==> config.mk <==
export PLATFORM = sky130hd
export DESIGN_NAME = pressure_key_press_filter_unit
export DESIGN_NICKNAME = d
export VERILOG_FILES = /design/src/hw/rtl/pkf_pkg.sv /design/src/hw/rtl/pkf_core.sv /design/src/hw/rtl/pressure_key_press_filter_unit.sv
export SDC_FILE = /design/constraint.sdc
export NUM_CORES = 1
export LEC_CHECK = 0
export ABC_AREA = 1
export BUFFER_PORTS_ARGS = -buffer_cell sky130_fd_sc_hd__buf_2
export CORE_ASPECT_RATIO = 0.75
export CORE_MARGIN = 4
export CORE_UTILIZATION = 55
export DETAILED_ROUTE_END_ITERATION = 10
export PLACE_DENSITY = 0.8
export REMOVE_ABC_BUFFERS = 1
export SLEW_MARGIN = 10
export SYNTH_ARGS = -nofsm -noshare
export SYNTH_HDL_FRONTEND = slang
export SYNTH_HIERARCHICAL = 1
export SYNTH_SLANG_ARGS = --single-unit
==> constraint.sdc <==
create_clock -name clock -period 7.6 [get_ports clock]
set_clock_uncertainty 0.05 [all_clocks]
set_input_delay 1.52 -clock clock [delete_from_list [all_inputs] [get_ports clock]]
set_output_delay 1.52 -clock clock [all_outputs]
set_load 0.1 [all_outputs]
==> src/hw/rtl/pkf_pkg.sv <==
// Package for the pressure key press filter.
// Holds the key count, the per-key thresholds and the shared types.
// Depends on nothing.
package pkf_pkg;

   localparam int KEY_COUNT = 5;
   localparam int FORCE_WIDTH = 7;

   typedef logic [FORCE_WIDTH-1:0] force_type;
   typedef force_type [KEY_COUNT-1:0] force_array_type;
   typedef logic [KEY_COUNT-1:0] key_mask_type;

   localparam force_type FULL_FORCE = 7'h7F;

   localparam force_array_type LEVEL_THRESHOLD = {7'd15, 7'd15, 7'd15, 7'd10, 7'd10};
   localparam force_array_type DELTA_THRESHOLD = {7'd5, 7'd5, 7'd4, 7'd4, 7'd3};

   typedef struct packed {
      force_array_type forces;
      force_array_type filtered;
      key_mask_type press_mask;
      key_mask_type release_mask;
   } result_type;

endpackage

==> src/hw/rtl/pkf_core.sv <==
// Combinational filter for one sample: forces, deltas, suppression among
// sensors 2 to 4, pressed decisions and key change masks.
// Depends on pkf_pkg.
module pkf_core (
   input  pkf_pkg::force_array_type levels,
   input  pkf_pkg::force_array_type previous_forces,
   input  logic                     previous_valid,
   input  pkf_pkg::key_mask_type    key_down,
   output pkf_pkg::result_type      result,
   output pkf_pkg::key_mask_type    pressed
);

   pkf_pkg::force_array_type forces;
   logic signed [pkf_pkg::FORCE_WIDTH:0] delta [pkf_pkg::KEY_COUNT];
   logic signed [pkf_pkg::FORCE_WIDTH:0] delta_limit [pkf_pkg::KEY_COUNT];
   pkf_pkg::force_type excess [pkf_pkg::KEY_COUNT];
   pkf_pkg::key_mask_type above_delta;
   pkf_pkg::key_mask_type blocked;

   always_comb begin
      for (int i = 0; i < pkf_pkg::KEY_COUNT; i++) begin
         forces[i] = pkf_pkg::FULL_FORCE - levels[i];
         delta_limit[i] = $signed({1'b0, pkf_pkg::DELTA_THRESHOLD[i]});
         if (previous_valid) begin
            delta[i] = $signed({1'b0, forces[i]}) - $signed({1'b0, previous_forces[i]});
         end else begin
            delta[i] = '0;
         end
         above_delta[i] = delta[i] > delta_limit[i];
         if (above_delta[i]) begin
            excess[i] = delta[i][pkf_pkg::FORCE_WIDTH-1:0] - pkf_pkg::DELTA_THRESHOLD[i];
         end else begin
            excess[i] = '0;
         end
      end

      // Only the sensor with the largest excess among 2 to 4 stays free; ties favour
      // the higher sensor.
      blocked = 5'b11100;
      if (excess[4] >= excess[3] && excess[4] >= excess[2]) begin
         blocked[4] = 1'b0;
      end else if (excess[3] >= excess[2]) begin
         blocked[3] = 1'b0;
      end else begin
         blocked[2] = 1'b0;
      end

      for (int i = 0; i < pkf_pkg::KEY_COUNT; i++) begin
         pressed[i] = above_delta[i] && !blocked[i] && forces[i] > pkf_pkg::LEVEL_THRESHOLD[i];
         result.forces[i] = forces[i];
         result.filtered[i] = pressed[i] ? forces[i] : '0;
      end
      result.press_mask = pressed & ~key_down;
      result.release_mask = ~pressed & key_down;
   end

endmodule

==> src/hw/rtl/pressure_key_press_filter_unit.sv <==
// Top level of the pressure key press filter: input register, filter logic,
// result register and the sample history.
// Depends on pkf_pkg and pkf_core.
//
// The unit takes one sample of five sensor levels per clock cycle while the result
// side is not stalled, and returns one result item per sample, in order. An accepted
// sample waits in the input register while the filter logic works on it, and its
// result is written to the result register once that register is free or being taken.
// The history of forces and key states advances
// as each sample moves into the result register, so a stalled result side
// holds the pipeline without losing or repeating an item.
module pressure_key_press_filter_unit (
   input  logic       clock,
   input  logic       reset,
   input  logic       req_valid,
   output logic       req_ready,
   input  logic [6:0] req_level_0,
   input  logic [6:0] req_level_1,
   input  logic [6:0] req_level_2,
   input  logic [6:0] req_level_3,
   input  logic [6:0] req_level_4,
   output logic       rsp_valid,
   input  logic       rsp_ready,
   output logic [6:0] rsp_force_0,
   output logic [6:0] rsp_force_1,
   output logic [6:0] rsp_force_2,
   output logic [6:0] rsp_force_3,
   output logic [6:0] rsp_force_4,
   output logic [6:0] rsp_filtered_0,
   output logic [6:0] rsp_filtered_1,
   output logic [6:0] rsp_filtered_2,
   output logic [6:0] rsp_filtered_3,
   output logic [6:0] rsp_filtered_4,
   output logic [4:0] rsp_press_mask,
   output logic [4:0] rsp_release_mask
);

   logic                     in_valid_ff;
   pkf_pkg::force_array_type levels_ff;
   logic                     out_valid_ff;
   pkf_pkg::result_type      result_ff;
   pkf_pkg::force_array_type previous_forces_ff;
   logic                     previous_valid_ff;
   pkf_pkg::key_mask_type    key_down_ff;

   pkf_pkg::result_type      result_in;
   pkf_pkg::key_mask_type    key_down_in;
   logic                     advance;
   logic                     accept;

   pkf_core core (
      .levels          (levels_ff),
      .previous_forces (previous_forces_ff),
      .previous_valid  (previous_valid_ff),
      .key_down        (key_down_ff),
      .result          (result_in),
      .pressed         (key_down_in)
   );

   assign advance = in_valid_ff && (!out_valid_ff || rsp_ready);
   assign req_ready = !in_valid_ff || advance;
   assign accept = req_valid && req_ready;

   always_ff @(posedge clock) begin
      if (reset) begin
         in_valid_ff <= 1'b0;
         out_valid_ff <= 1'b0;
         previous_forces_ff <= '0;
         previous_valid_ff <= 1'b0;
         key_down_ff <= '0;
      end else begin
         if (accept) begin
            in_valid_ff <= 1'b1;
         end else if (advance) begin
            in_valid_ff <= 1'b0;
         end
         if (advance) begin
            out_valid_ff <= 1'b1;
            previous_forces_ff <= result_in.forces;
            previous_valid_ff <= 1'b1;
            key_down_ff <= key_down_in;
         end else if (rsp_ready) begin
            out_valid_ff <= 1'b0;
         end
      end
   end

   always_ff @(posedge clock) begin
      if (accept) begin
         levels_ff <= {req_level_4, req_level_3, req_level_2, req_level_1, req_level_0};
      end
      if (advance) begin
         result_ff <= result_in;
      end
   end

   assign rsp_valid = out_valid_ff;
   assign rsp_force_0 = result_ff.forces[0];
   assign rsp_force_1 = result_ff.forces[1];
   assign rsp_force_2 = result_ff.forces[2];
   assign rsp_force_3 = result_ff.forces[3];
   assign rsp_force_4 = result_ff.forces[4];
   assign rsp_filtered_0 = result_ff.filtered[0];
   assign rsp_filtered_1 = result_ff.filtered[1];
   assign rsp_filtered_2 = result_ff.filtered[2];
   assign rsp_filtered_3 = result_ff.filtered[3];
   assign rsp_filtered_4 = result_ff.filtered[4];
   assign rsp_press_mask = result_ff.press_mask;
   assign rsp_release_mask = result_ff.release_mask;

endmodule

==> metrics <==
Synth top area share=between 30% and 40%; crit path max fanout=9; Hold EP=previous_forces_ff[3]; FF+latch count, synth=158; fmax=about 0.22 GHz; period utilisation layout=between 60% and 70%; row cnt=39; worst hold start=previous_forces_ff[3]; Leak=4.72 nW; setup slack, reg-to-reg=2960 ps; Synthesis Warnings=6; HPWL Detailed=about 12000 µm; final hold slack=approximately 430 ps; first-pass GRT wire length=between 30000 and 40000 µm; nets=1179; xor/xnor cell area share of the yosys netlist=0.905%; worst skew pair latency=approximately 420 ps; worst min path class=flop to flop; Post-synth ARST share=0%; Antenna Nets Post-Route=0; Reg area=0.00432 mm²; core area=between 0.015 and 0.02 mm²; number of CTS-inserted buffers=17; Die Y=roughly 120 µm; hold buffers post-CTS=0; Clock Sinks=158; Sum Neg Setup Slack=0 ps; clock network fraction of design power=around 34%; grt total ovfl=0; post-synthesis simple-gate area fraction=22.6%; largest net degree at the start of global routing=83; post-layout min period=~4600 ps; status=finished clean; I/O Pins=121; Total Power Consumption=roughly 0.0026 W; GRT Overall Usage=approximately a fifth; Cells on Worst Hold Path=2; Synth Instances=960; proportion of layout cells with a drive suffix above 1=between 20% and 30%; Routed WL per cell=between 10 and 15 µm; top-count cell post-synth=inv_1; Final Setup Violations=0; post-synthesis mux area share=0%; maximum clock path buffer count=2; commonest register cell after synthesis=edfxtp_1; cell mode on critical path=inv_1; Residual DRC=0; pre-CTS setup slack=around 3000 ps; via count=around 6600; Int Power=approximately 0.0017 W; # diodes=0; worst setup path class=flop to flop; power share of the sequential group=between 30 and 40%; most common library cells after synthesis=inv_1 (201), nand2_1 (153), edfxtp_1 (115); final instance area=0.0100 mm²; Initial Utilization=~57%; Adder-Cell Fraction of Synth Area=under 10%; post-detailed-routing wire length=~18000 µm; EDFF count, synth=115; area of the multi-input gates=0.00345 mm²; Comb power frac=approximately 28%; Seq/Total Area, Yosys=slightly below 50%; CP Capture Type=flop; DRT iter0 DRCs=approximately 400; CTS tree=yes; RSZ-0062 raised after global routing=false; Max-Slew Margin vs Limit=between 30% and 40%; CP startpoint kind=flop; PD cells=between 200 and 300 mW/mm²; First-pass DRT Iterations=4; IO Port Bufs=between 100 and 150; Area contributors post-synth=edfxtp_1 (40%), dfxtp_1 (9.9%), inv_1 (8.7%), ha_1 (7.8%), nand2_1 (6.6%); DIE AREA=approximately 0.018 mm²; WP data required=~7900 ps; Tightest Pin Transition=around 910 ps; Via density=between 5 and 6; main combinational cell family by area after synthesis=simple AND/OR/NAND/NOR gates; CP arrival=between 4000 and 5000 ps; Max-cap violations=0; Area growth syn-to-layout=15.2%; CTS clk-pin slew, worst paths=roughly 60 ps; final hold viol count=0; biggest area consumer among synthesized cells=edfxtp_1; synthesized area per cell=~9 µm²; CTS H-Tree Depth=4; setup slack after layout=slightly below 3000 ps; Setup Fix Bufs, Post-CTS=0; GPL Wtd Cong=0.849; CP max stage delay=~450 ps; initial antenna violation count=1; switching power=a little under 0.0009 W; post-CTS resize count=0; FILL cells=about 1300; Critical R2R Capture=key_down_ff[3]; Unique masters post-synth=45; Syn Std Cell Area=around 0.0087 mm²; slowest cell on the critical path=edfxtp_1; Crit Reg-Reg Startpoint=levels_ff[14]; r2r worst-path depth=31; maximum vdd drop=0.218 mV; vias in the first global route=6307; CTS Root Cell=clkbuf_16; Final Max Tran Viols=0; Post-DP Area=approximately 0.0094 mm²; Net Sw Frac=between 30% and 40%; Compound-Gate Fraction of Synth Area=7.15%; Die W=roughly 150 µm
[power groups by stage]
stage                     registers (W)  clock network [W]  logic, W
final                           0.00102           0.000878  0.000727
after global routing            0.00102           0.000933  0.000801
after CTS                       0.00102           0.000893  0.000729
after detailed placement        0.00103                  0  0.000724
after global placement          0.00103                  0  0.000706
after floorplan                 0.00123                  0  0.000397
[cells in the final DEF, fill, tap and decap left out, types with 7 or more instances in the layout]
| master | instances |
|---|---|
| buf_2 | 120 |
| nand3_1 | 72 |
| nand2_2 | 9 |
| inv_1 | 199 |
| xor2_1 | 7 |
| edfxtp_1 | 115 |
| nor2_2 | 28 |
| nand3_2 | 9 |
| nor2_1 | 86 |
| nand4_1 | 11 |
| nand3b_1 | 8 |
| o21ai_0 | 13 |
| nand2_1 | 153 |
| ha_1 | 54 |
| clkbuf_16 | 17 |
| a21oi_1 | 64 |
| dfxtp_1 | 42 |
[cell families (layout without fill, tap and decap cells)]
logic type / after synthesis / after routing
buf+inv: 228 / 362
xor+xnor: 9 / 9
flops: 158 / 158
simple gates: 402 / 402
fa+ha+maj: 59 / 59
compound gates: 104 / 104
[through the flow]
| step | utilization, % | std cells |
|---|---|---|
| after floorplan | - | 937 |
| after global placement | 61.3 | 1267 |
| after detailed placement | 61.3 | 1267 |
| after CTS | 65.3 | 1299 |
| after global routing | 65.3 | 1299 |
| final | 65.3 | 1299 |
[per-layer routing]
layer	global-route usage (%)	share of wire, %	vias to the layer above	wire (µm)
met5	0	0.039	-	7
met4	6.05	1.2	2	224
met3	6.06	8.1	24	1450
met2	33.7	44	189	7890
met1	28.6	47	3010	8380
li1	-	-	3339	-
[layout make-up]
cell class,instances,area share [%]
flip-flops and latches,158,43.0
multi-input cells,574,34.4
clock buffers,20,4.35
repair buffers,125,6.36
inverters,205,7.68
clock inverters,12,1.67
well taps,205,2.56
[how the worst max path moves through the flow]
stage,from,end,slack [ps],cells past startpoint
finish,levels_ff[14],key_down_ff[3],2960,31
global route,levels_ff[14],key_down_ff[3],2610,31
CTS,levels_ff[14],key_down_ff[3],2990,31
detailed placement,levels_ff[14],key_down_ff[3],3040,31
global placement,levels_ff[14],key_down_ff[3],3280,31
floorplan,in_valid_ff,req_ready,3240,1
[worst max-delay path, delay by kind of cell (launching register included)]
family	cells	cell delay [ps]
fa+ha+maj	4	1040
buf+inv	7	540
simple gates	12	1620
flops	1	450
compound gates	8	890
[flip-flops by register name (all words and copies together) (netlist names)]
register	cells
levels_ff	35
previous_forces_ff	35
rsp_filtered_0	7
rsp_filtered_1	7
rsp_filtered_2	7
rsp_filtered_3	7
rsp_filtered_4	7
rsp_force_0	7
rsp_force_1	7
rsp_force_2	7
rsp_force_3	7
rsp_force_4	7
key_down_ff	5
rsp_press_mask	5
rsp_release_mask	5
in_valid_ff	1
previous_valid_ff	1
rsp_valid	1
No activity file was read; power rests on OpenSTA's default activity.
